### config.mk
export PLATFORM = sky130hd
export DESIGN_NAME = wav_pcm16_stream_parser_top
export DESIGN_NICKNAME = d
export VERILOG_FILES = /design/src/wps_pkg.sv /design/src/wps_div.sv /design/src/wps_fifo.sv /design/src/wps_front.sv /design/src/wav_pcm16_stream_parser_top.sv
export SDC_FILE = /design/constraint.sdc
export NUM_CORES = 1
export LEC_CHECK = 0
export BUFFER_PORTS_ARGS = -buffer_cell sky130_fd_sc_hd__buf_2
export CORE_MARGIN = 3
export CORE_UTILIZATION = 30
export CTS_BUF_LIST = sky130_fd_sc_hd__clkbuf_16
export DETAILED_ROUTE_END_ITERATION = 6
export PLACE_DENSITY = 0.56
export SETUP_SLACK_MARGIN = 0.05
export SYNTH_ARGS = -nofsm -noshare
export SYNTH_HDL_FRONTEND = slang
export SYNTH_HIERARCHICAL = 1
export SYNTH_SLANG_ARGS = --single-unit
### constraint.sdc
create_clock -name i_clk -period 6.6 [get_ports i_clk]
set_input_delay 0.33 -clock i_clk [delete_from_list [all_inputs] [get_ports i_clk]]
set_output_delay 0.33 -clock i_clk [all_outputs]
set_load 0.03 [all_outputs]
### src/wps_pkg.sv
// ----------------------------------------------------------------------------
// wps_pkg
// Types and constants shared by the WAV PCM16 stream parser.
// ----------------------------------------------------------------------------
package wps_pkg;

    localparam logic [31:0] MAGIC_RIFF = 32'h5249_4646;
    localparam logic [31:0] MAGIC_WAVE = 32'h5741_5645;
    localparam logic [31:0] ID_FMT     = 32'h666d_7420;
    localparam logic [31:0] ID_DATA    = 32'h6461_7461;
    localparam logic [31:0] PCM_TAG    = 32'd1;
    localparam logic [31:0] PCM_BITS   = 32'd16;

    localparam int          QUEUE_DEPTH       = 4;
    localparam logic [31:0] FRAME_LIMIT_RESET = 32'hFFFF_FFFF;

    typedef enum logic [1:0] {
        EV_SAMPLE = 2'd0,
        EV_FORMAT = 2'd1,
        EV_ERROR  = 2'd2
    } t_event_kind;

    typedef enum logic [2:0] {
        ERR_NONE     = 3'd0,
        ERR_RIFF     = 3'd1,
        ERR_WAVE     = 3'd2,
        ERR_NOT_PCM  = 3'd3,
        ERR_NOT_16   = 3'd4,
        ERR_DATA_1ST = 3'd5,
        ERR_NO_FMT   = 3'd6,
        ERR_NO_DATA  = 3'd7
    } t_error_code;

    typedef struct packed {
        logic [7:0] data_byte;
        logic       start_of_file;
    } t_in_item;

    typedef struct packed {
        logic [1:0]         event_kind;
        logic signed [15:0] sample_value;
        logic [15:0]        channel_index;
        logic               last_sample;
        logic [15:0]        channel_count;
        logic [31:0]        rate_hz;
        logic [2:0]         error_code;
    } t_out_item;

endpackage

### src/wps_div.sv
// ----------------------------------------------------------------------------
// wps_div
// Restoring divider, one quotient bit per cycle (32 by 16 bits).
// ----------------------------------------------------------------------------
module wps_div (
    input  logic        i_clk,
    input  logic        i_rst_n,
    input  logic        i_start,
    input  logic [31:0] i_dividend,
    input  logic [15:0] i_divisor,
    output logic        o_done,
    output logic [31:0] o_quotient
);
    logic [31:0] r_q;
    logic [15:0] r_rem;
    logic [15:0] r_dvs;
    logic [4:0]  r_step;
    logic        r_busy;
    logic        r_done;

    logic [16:0] s_trial;
    logic        s_ge;

    assign s_trial = {r_rem, r_q[31]};
    assign s_ge    = s_trial >= {1'b0, r_dvs};

    always_ff @(posedge i_clk) begin
        if (!i_rst_n) begin
            r_busy <= 1'b0;
            r_done <= 1'b0;
            r_step <= '0;
        end else if (i_start) begin
            r_busy <= 1'b1;
            r_done <= 1'b0;
            r_step <= '0;
        end else if (r_busy) begin
            r_step <= r_step + 5'd1;
            if (r_step == 5'd31) begin
                r_busy <= 1'b0;
                r_done <= 1'b1;
            end
        end
    end

    always_ff @(posedge i_clk) begin
        if (i_start) begin
            r_q   <= i_dividend;
            r_rem <= '0;
            r_dvs <= i_divisor;
        end else if (r_busy) begin
            // remainder stays below the divisor, so 16 bits hold it
            r_rem <= s_ge ? 16'(s_trial - {1'b0, r_dvs}) : s_trial[15:0];
            r_q   <= {r_q[30:0], s_ge};
        end
    end

    assign o_done     = r_done;
    assign o_quotient = r_q;
endmodule

### src/wps_fifo.sv
// ----------------------------------------------------------------------------
// wps_fifo
// Short event queue between the parser front and the output channel.
// ----------------------------------------------------------------------------
module wps_fifo #(
    parameter int DEPTH = wps_pkg::QUEUE_DEPTH
) (
    input  logic               i_clk,
    input  logic               i_rst_n,
    input  logic               i_push,
    input  wps_pkg::t_out_item i_data,
    output logic               o_full,
    output logic               o_valid,
    input  logic               i_stall,
    output wps_pkg::t_out_item o_data
);
    import wps_pkg::*;

    localparam int AW = (DEPTH > 1) ? $clog2(DEPTH) : 1;
    localparam int CW = $clog2(DEPTH + 1);

    t_out_item         r_mem [DEPTH];
    logic [AW-1:0]     r_wp;
    logic [AW-1:0]     r_rp;
    logic [CW-1:0]     r_cnt;
    logic              s_pop;

    assign o_full  = r_cnt == CW'(DEPTH);
    assign o_valid = r_cnt != '0;
    assign s_pop   = o_valid && !i_stall;
    assign o_data  = r_mem[r_rp];

    always_ff @(posedge i_clk) begin
        if (!i_rst_n) begin
            r_wp  <= '0;
            r_rp  <= '0;
            r_cnt <= '0;
        end else begin
            if (i_push) r_wp <= (r_wp == AW'(DEPTH - 1)) ? '0 : r_wp + AW'(1);
            if (s_pop)  r_rp <= (r_rp == AW'(DEPTH - 1)) ? '0 : r_rp + AW'(1);
            r_cnt <= r_cnt + CW'(i_push) - CW'(s_pop);
        end
    end

    always_ff @(posedge i_clk) begin
        if (i_push) r_mem[r_wp] <= i_data;
    end

`ifndef SYNTHESIS
    a_no_overflow: assert property (@(posedge i_clk) disable iff (!i_rst_n)
        i_push |-> !o_full) else $error("push into full queue");
    a_count_range: assert property (@(posedge i_clk) disable iff (!i_rst_n)
        r_cnt <= CW'(DEPTH)) else $error("queue count out of range");
    a_drain: assert property (@(posedge i_clk) disable iff (!i_rst_n)
        (r_cnt == CW'(1) && s_pop && !i_push) |=> !o_valid)
        else $error("queue not empty after last pop");
    a_ptr_track: assert property (@(posedge i_clk) disable iff (!i_rst_n)
        (r_cnt == '0) |-> (r_wp == r_rp)) else $error("pointers differ when empty");
`endif
endmodule

### src/wps_front.sv
// ----------------------------------------------------------------------------
// wps_front
// Byte parser: walks the RIFF/WAVE structure and produces events.
// ----------------------------------------------------------------------------
module wps_front (
    input  logic               i_clk,
    input  logic               i_rst_n,
    input  logic               i_in_valid,
    output logic               o_in_stall,
    input  wps_pkg::t_in_item  i_in,
    input  logic [31:0]        i_frame_limit,
    input  logic               i_q_full,
    output logic               o_push,
    output wps_pkg::t_out_item o_event
);
    import wps_pkg::*;

    typedef enum logic [15:0] {
        PH_RIFF   = 16'h0001,
        PH_RSIZE  = 16'h0002,
        PH_WAVE   = 16'h0004,
        PH_CID    = 16'h0008,
        PH_CSIZE  = 16'h0010,
        PH_FTAG   = 16'h0020,
        PH_FCH    = 16'h0040,
        PH_FRATE  = 16'h0080,
        PH_FBR    = 16'h0100,
        PH_FALIGN = 16'h0200,
        PH_FBITS  = 16'h0400,
        PH_SKIP   = 16'h0800,
        PH_DIV    = 16'h1000,
        PH_DATA   = 16'h2000,
        PH_DONE   = 16'h4000,
        PH_ERR    = 16'h8000
    } t_phase;

    t_phase      r_phase, n_phase;
    logic [1:0]  r_bif, n_bif;
    logic [31:0] r_field, n_field;
    logic [31:0] r_riff, n_riff;
    logic [31:0] r_chunk, n_chunk;
    logic [31:0] r_kind, n_kind;
    logic        r_fmt, n_fmt;
    logic [15:0] r_chans, n_chans;
    logic [31:0] r_rate, n_rate;
    logic [15:0] r_align, n_align;
    logic [31:0] r_fdone, n_fdone;
    logic [15:0] r_chan, n_chan;
    logic [7:0]  r_low, n_low;

    logic        s_accept;
    logic        s_div_start;
    logic        s_div_done;
    logic [31:0] s_quot;
    logic [31:0] s_div_num;

    assign o_in_stall = i_q_full || (r_phase == PH_DIV);
    assign s_accept   = i_in_valid && !o_in_stall;

    wps_div u_div (
        .i_clk      (i_clk),
        .i_rst_n    (i_rst_n),
        .i_start    (s_div_start),
        .i_dividend (s_div_num),
        .i_divisor  (r_align),
        .o_done     (s_div_done),
        .o_quotient (s_quot)
    );

    always_comb begin
        t_phase      c_phase;
        logic [1:0]  c_bif;
        logic [31:0] c_field;
        logic [31:0] nf_le;
        logic [31:0] nf_be;
        logic [31:0] riff_dec;
        logic [31:0] chunk_dec;
        logic [31:0] frames;
        logic        done_le;
        logic        err_v;
        logic [2:0]  err_c;
        logic        bnd;
        logic        frame_end;

        n_phase = r_phase;  n_bif = r_bif;     n_field = r_field;
        n_riff  = r_riff;   n_chunk = r_chunk; n_kind = r_kind;
        n_fmt   = r_fmt;    n_chans = r_chans; n_rate = r_rate;
        n_align = r_align;  n_fdone = r_fdone; n_chan = r_chan;
        n_low   = r_low;
        o_push  = 1'b0;
        o_event = '0;
        s_div_start = 1'b0;
        s_div_num   = '0;
        err_v = 1'b0;
        err_c = ERR_NONE;
        bnd   = 1'b0;
        frames = '0;
        frame_end = 1'b0;

        // restart needs only these; everything else is rewritten before use
        c_phase = i_in.start_of_file ? PH_RIFF : r_phase;
        c_bif   = i_in.start_of_file ? 2'd0 : r_bif;
        c_field = i_in.start_of_file ? 32'd0 : r_field;
        if (s_accept && i_in.start_of_file) n_fmt = 1'b0;

        nf_le     = c_field | ({24'd0, i_in.data_byte} << {c_bif, 3'b000});
        nf_be     = {c_field[23:0], i_in.data_byte};
        riff_dec  = (r_riff  != '0) ? r_riff  - 32'd1 : 32'd0;
        chunk_dec = (r_chunk != '0) ? r_chunk - 32'd1 : 32'd0;
        done_le   = ((c_phase == PH_FRATE) || (c_phase == PH_FBR) ||
                     (c_phase == PH_RSIZE) || (c_phase == PH_CSIZE))
                    ? (c_bif == 2'd3) : (c_bif == 2'd1);

        if (r_phase == PH_DIV) begin
            if (s_div_done && !i_q_full) begin
                frames = (r_align == '0) ? 32'd0 : s_quot;
                if (frames > i_frame_limit) frames = i_frame_limit;
                n_chunk = frames;
                n_fdone = '0;
                n_chan  = '0;
                n_phase = (frames == '0 || r_chans == '0) ? PH_DONE : PH_DATA;
                o_push  = 1'b1;
                o_event.event_kind    = EV_FORMAT;
                o_event.channel_count = r_chans;
                o_event.rate_hz       = r_rate;
            end
        end else if (s_accept) begin
            n_phase = c_phase;
            n_bif   = c_bif;
            n_field = c_field;
            unique case (c_phase)
                PH_RIFF: begin
                    n_field = nf_be;
                    if (c_bif == 2'd3) begin
                        n_bif = '0; n_field = '0;
                        if (nf_be != MAGIC_RIFF) begin
                            err_v = 1'b1; err_c = ERR_RIFF;
                        end else n_phase = PH_RSIZE;
                    end else n_bif = c_bif + 2'd1;
                end
                PH_RSIZE: begin
                    n_field = nf_le;
                    if (done_le) begin
                        n_bif = '0; n_field = '0; n_riff = nf_le; n_phase = PH_WAVE;
                    end else n_bif = c_bif + 2'd1;
                end
                PH_WAVE: begin
                    n_riff  = riff_dec;
                    n_field = nf_be;
                    if (c_bif == 2'd3) begin
                        n_bif = '0; n_field = '0;
                        if (nf_be != MAGIC_WAVE) begin
                            err_v = 1'b1; err_c = ERR_WAVE;
                        end else bnd = 1'b1;
                    end else n_bif = c_bif + 2'd1;
                end
                PH_CID: begin
                    n_riff  = riff_dec;
                    n_field = nf_be;
                    if (c_bif == 2'd3) begin
                        n_bif = '0; n_field = '0; n_kind = nf_be; n_phase = PH_CSIZE;
                    end else n_bif = c_bif + 2'd1;
                end
                PH_CSIZE: begin
                    n_riff  = riff_dec;
                    n_field = nf_le;
                    if (done_le) begin
                        n_bif = '0; n_field = '0; n_chunk = nf_le;
                        if (r_kind == ID_FMT) begin
                            n_fmt = 1'b1; n_phase = PH_FTAG;
                        end else if (r_kind == ID_DATA) begin
                            if (!r_fmt || i_in.start_of_file) begin
                                err_v = 1'b1; err_c = ERR_DATA_1ST;
                            end else begin
                                s_div_start = 1'b1;
                                s_div_num   = nf_le;
                                n_phase     = PH_DIV;
                            end
                        end else if (nf_le == '0) bnd = 1'b1;
                        else n_phase = PH_SKIP;
                    end else n_bif = c_bif + 2'd1;
                end
                PH_FTAG, PH_FCH, PH_FRATE, PH_FBR, PH_FALIGN, PH_FBITS: begin
                    n_riff  = riff_dec;
                    n_chunk = chunk_dec;
                    n_field = nf_le;
                    if (done_le) begin
                        n_bif = '0; n_field = '0;
                        priority case (c_phase)
                            PH_FTAG: begin
                                if (nf_le != PCM_TAG) begin
                                    err_v = 1'b1; err_c = ERR_NOT_PCM;
                                end else n_phase = PH_FCH;
                            end
                            PH_FCH: begin
                                n_chans = nf_le[15:0]; n_phase = PH_FRATE;
                            end
                            PH_FRATE: begin
                                n_rate = nf_le; n_phase = PH_FBR;
                            end
                            PH_FBR: n_phase = PH_FALIGN;
                            PH_FALIGN: begin
                                n_align = nf_le[15:0]; n_phase = PH_FBITS;
                            end
                            default: begin
                                if (nf_le != PCM_BITS) begin
                                    err_v = 1'b1; err_c = ERR_NOT_16;
                                end else if (chunk_dec == '0) bnd = 1'b1;
                                else n_phase = PH_SKIP;
                            end
                        endcase
                    end else n_bif = c_bif + 2'd1;
                end
                PH_SKIP: begin
                    n_riff  = riff_dec;
                    n_chunk = chunk_dec;
                    if (chunk_dec == '0) bnd = 1'b1;
                end
                PH_DATA: begin
                    if (c_bif == 2'd0) begin
                        n_low = i_in.data_byte;
                        n_bif = 2'd1;
                    end else begin
                        n_bif = '0;
                        frame_end = ({1'b0, r_chan} + 17'd1) >= {1'b0, r_chans};
                        o_push = 1'b1;
                        o_event.event_kind    = EV_SAMPLE;
                        o_event.sample_value  = {i_in.data_byte, r_low};
                        o_event.channel_index = r_chan;
                        o_event.last_sample   = frame_end &&
                                                (r_fdone + 32'd1 == r_chunk);
                        o_event.channel_count = r_chans;
                        o_event.rate_hz       = r_rate;
                        if (frame_end) begin
                            n_chan  = '0;
                            n_fdone = r_fdone + 32'd1;
                            if (r_fdone + 32'd1 >= r_chunk) n_phase = PH_DONE;
                        end else n_chan = r_chan + 16'd1;
                    end
                end
                default: ; // done, error: bytes dropped until restart
            endcase

            if (bnd) begin
                if (riff_dec == '0) begin
                    err_v = 1'b1;
                    err_c = n_fmt ? ERR_NO_DATA : ERR_NO_FMT;
                end else n_phase = PH_CID;
            end
            if (err_v) begin
                n_phase = PH_ERR;
                o_push  = 1'b1;
                o_event = '0;
                o_event.event_kind = EV_ERROR;
                o_event.error_code = err_c;
            end
        end
    end

    always_ff @(posedge i_clk) begin
        if (!i_rst_n) begin
            r_phase <= PH_RIFF;
            r_bif   <= '0;
            r_field <= '0;
            r_fmt   <= 1'b0;
        end else begin
            r_phase <= n_phase;
            r_bif   <= n_bif;
            r_field <= n_field;
            r_fmt   <= n_fmt;
        end
    end

    always_ff @(posedge i_clk) begin
        r_riff  <= n_riff;
        r_chunk <= n_chunk;
        r_kind  <= n_kind;
        r_chans <= n_chans;
        r_rate  <= n_rate;
        r_align <= n_align;
        r_fdone <= n_fdone;
        r_chan  <= n_chan;
        r_low   <= n_low;
    end

`ifndef SYNTHESIS
    a_div_stalls: assert property (@(posedge i_clk) disable iff (!i_rst_n)
        (r_phase == PH_DIV) |-> o_in_stall) else $error("byte taken during divide");
    a_one_push: assert property (@(posedge i_clk) disable iff (!i_rst_n)
        (o_push && r_phase != PH_DIV) |-> s_accept) else $error("event without byte");
    a_err_quiet: assert property (@(posedge i_clk) disable iff (!i_rst_n)
        (r_phase == PH_ERR && !i_in.start_of_file) |-> !o_push)
        else $error("event after error");
`endif
endmodule

### src/wav_pcm16_stream_parser_top.sv
// ----------------------------------------------------------------------------
// wav_pcm16_stream_parser_top
// WAV file byte stream in, format/sample/error events out.
// ----------------------------------------------------------------------------
// Input channel: one file byte per beat (i_in_valid / o_in_stall); set
// start_of_file on the first byte of a file to restart the parse.
// Output channel: one event per beat (o_out_valid / i_out_stall): a format
// event at the data chunk, then samples with channel index, the final one
// flagged, or a single error event after which bytes are dropped.
// Config channel: i_cfg_valid / o_cfg_ready writes frame_limit; ready is
// always high. Write it only while the block is idle.
// Throughput: one byte per cycle while the queue has room. After the data
// chunk header the input stalls while the serial divider (one bit a cycle)
// works out the frame count from the size and block align.
// Events: a sample or error event enters the queue in the cycle the byte
// that caused it is taken; the format event enters once the divider is
// done and the queue has room. A four-entry queue decouples the sides:
// a stalled receiver holds the current event, and the input stalls when
// the queue is full or while the divider works.
// Reset (synchronous, active low) empties the queue, restarts the parse and
// sets frame_limit to all ones.
// ----------------------------------------------------------------------------
module wav_pcm16_stream_parser_top #(
    parameter int QDEPTH = wps_pkg::QUEUE_DEPTH
) (
    input  logic               i_clk,
    input  logic               i_rst_n,
    input  logic               i_in_valid,
    output logic               o_in_stall,
    input  wps_pkg::t_in_item  i_in,
    output logic               o_out_valid,
    input  logic               i_out_stall,
    output wps_pkg::t_out_item o_out,
    input  logic               i_cfg_valid,
    output logic               o_cfg_ready,
    input  logic [31:0]        i_cfg_data
);
    import wps_pkg::*;

    logic [31:0] r_frame_limit;
    logic        s_full;
    logic        s_push;
    t_out_item   s_event;

    assign o_cfg_ready = 1'b1;

    always_ff @(posedge i_clk) begin
        if (!i_rst_n) r_frame_limit <= FRAME_LIMIT_RESET;
        else if (i_cfg_valid) r_frame_limit <= i_cfg_data;
    end

    wps_front u_front (
        .i_clk         (i_clk),
        .i_rst_n       (i_rst_n),
        .i_in_valid    (i_in_valid),
        .o_in_stall    (o_in_stall),
        .i_in          (i_in),
        .i_frame_limit (r_frame_limit),
        .i_q_full      (s_full),
        .o_push        (s_push),
        .o_event       (s_event)
    );

    wps_fifo #(.DEPTH(QDEPTH)) u_queue (
        .i_clk   (i_clk),
        .i_rst_n (i_rst_n),
        .i_push  (s_push),
        .i_data  (s_event),
        .o_full  (s_full),
        .o_valid (o_out_valid),
        .i_stall (i_out_stall),
        .o_data  (o_out)
    );
endmodule
==> load_flow_metrics.sql, run 1 <==
INSERT INTO impl_metrics (metric_group, metric, value, unit) VALUES
('cts', 'clock_path_buffers', '3', ''),
('placement', 'post_dp_cell_area', '0.0389', 'mm^2'),
('timing', 'min_period_over_period', '0.826', ''),
('worst_setup_path', 'critPathLaunch', 'u_front/r_bif[1]', ''),
('detailed_routing', 'antenna_violating_nets_post_route', '0', ''),
('cts', 'post_cts_buffers', '0', ''),
('cts', 'clock_tree.htree_level_count', '3', ''),
('placement', 'buffer_ports.inserted', '133', ''),
('logic_synthesis', 'synth_fp_nets', '3192', ''),
('final_layout', 'multi_input_area', '0.0147', 'mm^2'),
('logic_synthesis', 'yosysTopAreaCell', 'sky130_fd_sc_hd__edfxtp_1', ''),
('floorplan', 'fp-row-count', '127', ''),
('global_routing', 'grt_first_pass_wirelength', '166', 'mm'),
('global_routing', 'global_route.usage.total', '0.173', ''),
('worst_setup_path', 'setup.worst_path.class', 'reg2reg', ''),
('logic_synthesis', 'asyncSetResetFlopFracSynth', '0', ''),
('timing', 'min_period', '5.45', 'ns'),
('logic_synthesis', 'synth.distinct_cells', '104', ''),
('cts', 'tritoncts.num_buffers', '78', ''),
('job', 'cap_violations', '0', ''),
('hold_path', 'worst_hold_path.num_cells', '2', ''),
('logic_synthesis', 'synth_largest_type_area_fraction', '0.500', ''),
('floorplan', 'dieArea', '0.126', 'mm^2'),
('logic_synthesis', 'synthesis.yosys.warnings', '6', ''),
('final_layout', 'commonest_non_fill_non_tap_cell_in_the_layout', 'sky130_fd_sc_hd__edfxtp_1', ''),
('timing', 'relSlewSlack', '0.152', ''),
('floorplan', 'initial_utilization', '0.303', ''),
('worst_setup_path', 'ff2ff_path_depth', '11', ''),
('final_layout', 'final_net_count', '3332', ''),
('timing', 'hold_viol', '0', ''),
('pwr', 'power_leakage', '15.5', 'nW'),
('detailed_routing', 'post-route-drc-count', '0', ''),
('worst_setup_path', 'critical_path.reg2reg.startpoint', 'u_front/r_bif[1]', ''),
('global_routing', 'antenna_found_initial', '9', ''),
('logic_synthesis', 'yosys_register_bits', '723', ''),
('worst_setup_path', 'critical_path_arrival', '5.74', 'ns'),
('logic_synthesis', 'syn_inst', '3032', ''),
('worst_setup_path', 'crit_path_max_fanout', '65', ''),
('floorplan', 'floorplan.io_pins', '135', ''),
('global_routing', 'gr_util_met2', '0.260', ''),
('logic_synthesis', 'mappedNetlistArea', '0.0365', 'mm^2'),
('floorplan', 'die_width', '355', 'um'),
('placement', 'place_hpwl', '78.7', 'mm'),
('final_layout', 'drive_gt1_frac', '0.152', ''),
('worst_setup_path', 'worstSetupStartpointType', 'register', ''),
('final_layout', 'final_area', '0.0419', 'mm^2'),
('detailed_routing', 'viasPerCell', '5.31', ''),
('cts', 'clock_insertion_delay_worst_skew', '0.65', 'ns'),
('run_status', 'outcome', 'complete, no violations', ''),
('cts', 'cts.root.buffer_cell', 'sky130_fd_sc_hd__clkbuf_16', ''),
('logic_synthesis', 'synth-edff-count', '608', ''),
('pwr', 'peakVddDrop', '0.189', 'mV'),
('timing', 'setup_repair_after_global_routing_missed_its_margin', 'no', ''),
('global_routing', 'first_global_vias', '25000', ''),
('timing', 'maxSlewViolCount', '0', ''),
('floorplan', 'die_height', '355', 'um'),
('final_layout', 'layout.area.seq', '0.0206', 'mm^2'),
('logic_synthesis', 'synth_top_flop_cell', 'sky130_fd_sc_hd__edfxtp_1', ''),
('global_routing', 'gr-usage-met3', '0.0332', ''),
('hold_path', 'min-delay-start', 'i_rst_n', ''),
('timing', 'timing_worst_slew_pin_value', '1.26', 'ns'),
('worst_setup_path', 'worst_setup_path_end_kind', 'register', ''),
('global_routing', 'gr-max-usage-layer', 'met2', ''),
('timing', 'report.final.setup_viol', '0', ''),
('timing', 'clock-skew-final', '0.0248', 'ns'),
('cts', 'clkSlewWorstSetupHoldPaths', '0.06', 'ns'),
('detailed_routing', 'wirelength_per_cell', '22.8', 'um'),
('cts', 'cts.sink_count', '723', ''),
('hold_path', 'min_path_type', 'in2reg', ''),
('final_layout', 'layout-area-overhead-vs-synth', '14.9', '%'),
('logic_synthesis', 'syn_area_per_cell', '12.0', 'um^2');
-- synthesized netlist by cell type (46+ instances only) --
cell,instances
sky130_fd_sc_hd__inv_1,138
sky130_fd_sc_hd__and2_1,156
sky130_fd_sc_hd__o21ai_0,79
sky130_fd_sc_hd__ha_1,112
sky130_fd_sc_hd__edfxtp_1,608
sky130_fd_sc_hd__nand3_1,66
sky130_fd_sc_hd__nor2b_1,65
sky130_fd_sc_hd__nor2_1,194
sky130_fd_sc_hd__nor4_1,67
sky130_fd_sc_hd__xnor2_1,69
sky130_fd_sc_hd__a21oi_1,175
sky130_fd_sc_hd__nand2_1,200
sky130_fd_sc_hd__mux4_2,86
sky130_fd_sc_hd__nand4_1,46
sky130_fd_sc_hd__nor3_1,102
sky130_fd_sc_hd__dfxtp_1,115
sky130_fd_sc_hd__a211oi_1,52
sky130_fd_sc_hd__clkbuf_1,102
-- worst paths after layout --
path	to	slack, ns
worst max register to register	u_front/r_fdone[28]	1.15
worst min register to register	u_front/u_div/r_dvs[0]	0.45
worst min-delay path	r_frame_limit[9]	0.10
worst max-delay path	u_front/r_fdone[28]	1.15
-- where the power goes --
part           switching, mW  internal [mW]  leakage [nW]
Combinational           1.06          0.604          7.21
Clock                   1.89           2.62          1.32
Sequential             0.126           4.97          7.00
-- layer usage --
metal	share of wire	vias to the layer above	routed length, um
met3	0.072	194	8000
met2	0.44	997	48500
met5	0.00036	-	40
li1	-	11800	-
met1	0.46	12800	50500
met4	0.030	6	3350
-- critical path, cell delays in order (launching register included) --
cell                      delay (ns)
sky130_fd_sc_hd__dfxtp_1        0.92
sky130_fd_sc_hd__nor2b_1        0.37
sky130_fd_sc_hd__a21o_1         0.44
sky130_fd_sc_hd__nor4_1         0.25
sky130_fd_sc_hd__nand4_1        0.35
sky130_fd_sc_hd__o41ai_1        0.86
sky130_fd_sc_hd__a31oi_4        0.25
sky130_fd_sc_hd__nor3_4         0.21
sky130_fd_sc_hd__or2_2          0.14
sky130_fd_sc_hd__buf_4          0.54
sky130_fd_sc_hd__and2_1         0.29
sky130_fd_sc_hd__buf_4          0.40
-- stage by stage --
step | hold WS (ns) | instances | power [mW] | util | setup WS, ns
2_1_floorplan | 0.392 | 3032 | 6.33 | - | 0.841
3_3_place_gp | 0.437 | 4671 | 6.87 | 0.324 | 1.09
3_5_place_dp | 0.435 | 4671 | 6.87 | 0.324 | 1.12
4_1_cts | 0.0625 | 4846 | 11.4 | 0.348 | 1.17
5_1_grt | 0.0641 | 4847 | 11.7 | 0.348 | 0.790
6_report | 0.102 | 4850 | 11.3 | 0.348 | 1.15
-- cell families after synthesis --
group | Yosys count | share of synthesized area
multiplexers | 164 | 0.0758
AND/OR/NAND/NOR | 1087 | 0.161
adder cells (fa/ha/maj) | 114 | 0.0395
buffers and inverters | 301 | 0.0378
XOR/XNOR | 103 | 0.0247
other | 1 | 0.000103
flip-flops | 723 | 0.563
AO/OA/AOI/OAI | 539 | 0.0980
-- state kept, by name, summed over array words and instances (netlist names), 2 cells and up, named ones only --
register and flops:
u_front/r_kind 32, u_front/r_field 32, u_front/r_align 16, u_front/u_div/o_quotient 32
u_queue/r_mem 344, u_front/u_div/r_rem 16, u_front/u_div/r_step 5, u_queue/r_wp 2
u_front/r_riff 32, u_front/r_fdone 32, u_front/r_rate 32, u_front/r_chunk 32
u_queue/r_rp 2, u_front/r_chan 16, u_front/r_bif 2, u_front/r_low 8
u_front/u_div/r_dvs 16, u_front/r_phase 16, u_front/r_chans 16, u_queue/r_cnt 3
r_frame_limit 32
-- cell type report --
class,instances,share of cell area
Timing Repair Buffer,223,0.0355
Sequential cell,723,0.491
Clock inverter,62,0.0156
Tap cell,1612,0.0481
Multi-Input combinational cell,2008,0.350
Clock buffer,80,0.0478
Antenna cell,4,0.000239
Inverter,138,0.0124
-- repair_timing --
item | CTS | global route
gates resized for setup | 0 | 0
hold endpoints to repair | 34 | 0
hold buffers | 33 | 0
Note: power is estimated with default switching activity, not from simulation.
==> run 2: changes to the inputs <==
==> constraint.sdc (replaced) <==
create_clock -name i_clk -period 5.5 [get_ports i_clk]
set_input_delay 0.275 -clock i_clk [delete_from_list [all_inputs] [get_ports i_clk]]
set_output_delay 0.275 -clock i_clk [all_outputs]
set_load 0.03 [all_outputs]
==> run 2 against run 1 <==
Sequential power rose by 20%. Combinational power is 26% higher. Count of clock-buffer cells in the layout is the same. First-iteration DRC count increased by 13%. Sequential share of layout area is 0.22 points lower.
==> load_flow_metrics.sql, run 2 (same netlist as run 1, synthesis figures left out) <==
INSERT INTO impl_metrics (metric_group, metric, value, unit) VALUES
('timing', 'min_period_over_period', '0.944', ''),
('final_layout', 'top_register', 'u_queue/r_mem', ''),
('cts', 'clock_insertion_delay_worst_skew', '0.66', 'ns'),
('final_layout', 'commonest_non_fill_non_tap_cell_in_the_layout', 'sky130_fd_sc_hd__edfxtp_1', ''),
('pwr', 'power_per_cell_area', '320', 'mW/mm^2'),
('cts', 'clock_path_buffers', '3', ''),
('final_layout', 'finish.utilization', '0.350', ''),
('timing', 'clock-skew-final', '0.0354', 'ns'),
('timing', 'timing_worst_slew_pin_value', '1.16', 'ns'),
('worst_setup_path', 'critical_path_required', '5.82', 'ns'),
('placement', 'dp_slack', '0.288', 'ns'),
('worst_setup_path', 'critical_path_arrival', '5.51', 'ns'),
('detailed_routing', 'post-route-drc-count', '0', ''),
('worst_setup_path', 'critical_path.reg2reg.startpoint', 'u_front/r_bif[0]', ''),
('floorplan', 'fp-row-count', '127', ''),
('worst_setup_path', 'setup.reg_to_reg.worst_slack', '0.31', 'ns'),
('timing', 'finalWorstSetupSlack', '0.308', 'ns'),
('cts', 'tritoncts.num_buffers', '78', ''),
('global_routing', 'first_global_vias', '24500', ''),
('cts', 'cts_tree', 'yes', ''),
('hold_path', 'hold_path_end', 'r_frame_limit[2]', ''),
('final_layout', 'largest_register_ff_count', '344', ''),
('detailed_routing', 'initialDrtViolationCount', '2775', ''),
('global_routing', 'global_route.usage.total', '0.170', ''),
('cts', 'clkSlewWorstSetupHoldPaths', '0.06', 'ns'),
('worst_setup_path', 'crit_path_max_fanout', '23', ''),
('global_routing', 'largest_net_degree_at_the_start_of_global_routing', '87', ''),
('final_layout', 'layout.cells.most_common_list', 'sky130_fd_sc_hd__edfxtp_1, sky130_fd_sc_hd__nand2_1, sky130_fd_sc_hd__nor2_1', ''),
('timing', 'report.final.setup_viol', '0', ''),
('hold_path', 'min_path_type', 'in2reg', ''),
('detailed_routing', 'firstDrtPassIters', '6', ''),
('worst_setup_path', 'setup.worst_path.class', 'reg2reg', ''),
('floorplan', 'dieArea', '0.126', 'mm^2'),
('worst_setup_path', 'regToRegEndpoint', 'u_queue/r_mem[2][76]', ''),
('detailed_routing', 'wirelength_per_cell', '22.3', 'um'),
('worst_setup_path', 'worstSetupStartpointType', 'register', ''),
('hold_path', 'worst_hold_path.num_cells', '2', ''),
('worst_setup_path', 'worst_setup_path_end_kind', 'register', ''),
('timing', 'max_freq', '193', 'MHz'),
('placement', 'place_hpwl', '75.5', 'mm'),
('floorplan', 'floorplan.io_pins', '135', ''),
('final_layout', 'instances_no_fill', '4883', ''),
('timing', 'finalSetupTns', '0', 'ns'),
('cts', 'clock_tree.htree_level_count', '3', ''),
('placement', 'place.gp.congestion', '0.938', ''),
('final_layout', 'final_net_count', '3364', ''),
('timing', 'hold_viol', '0', ''),
('floorplan', 'core', '0.120', 'mm^2'),
('timing', 'fin_worst_hold_slack', '0.0476', 'ns'),
('floorplan', 'die_width', '355', 'um'),
('job', 'cap_violations', '0', ''),
('final_layout', 'drive_gt1_frac', '0.161', ''),
('cts', 'cts.sink_count', '723', ''),
('placement', 'buffer_ports.inserted', '133', ''),
('timing', 'relSlewSlack', '0.220', ''),
('worst_setup_path', 'ff2ff_path_depth', '12', ''),
('timing', 'min_period', '5.19', 'ns'),
('global_routing', 'grt_first_pass_wirelength', '163', 'mm'),
('cts', 'post_cts_buffers', '0', ''),
('cts', 'cts.root.buffer_cell', 'sky130_fd_sc_hd__clkbuf_16', ''),
('detailed_routing', 'viasPerCell', '5.28', ''),
('pwr', 'power_leakage', '15.7', 'nW'),
('detailed_routing', 'antenna_violating_nets_post_route', '0', ''),
('final_layout', 'layout-area-overhead-vs-synth', '15.4', '%'),
('global_routing', 'antenna_found_initial', '9', ''),
('global_routing', 'gr-total-overflow', '0', ''),
('hold_path', 'min-delay-start', 'i_rst_n', ''),
('detailed_routing', 'route.vias.total', '25800', ''),
('floorplan', 'initial_utilization', '0.303', ''),
('floorplan', 'die_height', '355', 'um'),
('pwr', 'peakVddDrop', '0.231', 'mV'),
('timing', 'maxSlewViolCount', '0', ''),
('timing', 'setup_repair_after_global_routing_missed_its_margin', 'no', ''),
('detailed_routing', 'routed_wl', '109', 'mm'),
('run_status', 'outcome', 'complete, no violations', ''),
('placement', 'dp_cells', '4701', '');
run 2: changes by cell type in the layout (fill, tap and decap cells not counted), moves of 4 or more:
cell	delta
sky130_fd_sc_hd__bufinv_16	-4
sky130_fd_sc_hd__buf_4	+27
sky130_fd_sc_hd__clkinv_2	+11
sky130_fd_sc_hd__inv_1	+4
sky130_fd_sc_hd__inv_6	-4
run 2: timing repair:
item | 4_1_cts | 5_1_grt
resized for setup | 0 | 1
endpoints found under the hold margin | 37 | 0
hold buffers | 35 | 0
endpoints found under the setup margin | 0 | 3
run 2: critical path, cell delays in order, from the launching register on:
cell and delay [ns]:
sky130_fd_sc_hd__dfxtp_1 0.83, sky130_fd_sc_hd__nand4bb_1 0.24, sky130_fd_sc_hd__nand2_1 0.29, sky130_fd_sc_hd__nor4_1 0.55
sky130_fd_sc_hd__nand4_1 0.37, sky130_fd_sc_hd__nor4_2 0.57, sky130_fd_sc_hd__a31o_2 0.22, sky130_fd_sc_hd__a211o_1 0.30
sky130_fd_sc_hd__nand2b_4 0.12, sky130_fd_sc_hd__a21o_1 0.25, sky130_fd_sc_hd__nand2b_1 0.27, sky130_fd_sc_hd__and2_4 0.50
sky130_fd_sc_hd__buf_4 0.32
run 2: routing by layer:
metal | GRT usage | routed length [um]
met5 | 0 | 37
met4 | 0.0496 | 2970
met3 | 0.0332 | 9350
met2 | 0.254 | 47800
met1 | 0.248 | 49000
run 2: cell type report:
class | count | area, um^2
antenna | 2 | 5.00
fill | 11900 | 78200
clock inverter | 65 | 572
clock buffer | 80 | 2000
multi-input combinational | 2008 | 14700
sequential | 723 | 20600
inverter | 138 | 518
tap | 1612 | 2020
timing repair buffer | 255 | 1770
run 2: worst max-delay path by stage:
stage | from | to | slack (ns)
finish | u_front/r_bif[0] | u_queue/r_mem[2][76] | 0.31
global route | u_front/r_bif[0] | u_queue/r_mem[2][82] | 0.06
CTS | u_front/r_riff[14] | u_queue/r_mem[2][82] | 0.44
detailed placement | i_in[0] | u_queue/r_mem[2][77] | 0.29
global placement | i_in[0] | u_queue/r_mem[2][78] | 0.28
floorplan | u_front/r_riff[14] | u_queue/r_mem[3][0] | 0.67
run 2: per-stage QoR:
| step | power, mW | instance area, um^2 |
|---|---|---|
| 5_1_grt | 14.0 | 42100 |
| 2_1_floorplan | 7.59 | 36500 |
| 3_3_place_gp | 8.34 | 39200 |
| 4_1_cts | 13.6 | 42100 |
| 3_5_place_dp | 8.33 | 39200 |
| 6_report | 13.5 | 42100 |
run 2: power by group:
part / switching, mW / internal (mW)
Combinational: 1.35 / 0.760
Sequential: 0.140 / 5.96
Clock: 2.28 / 2.96
Total: 3.77 / 9.68
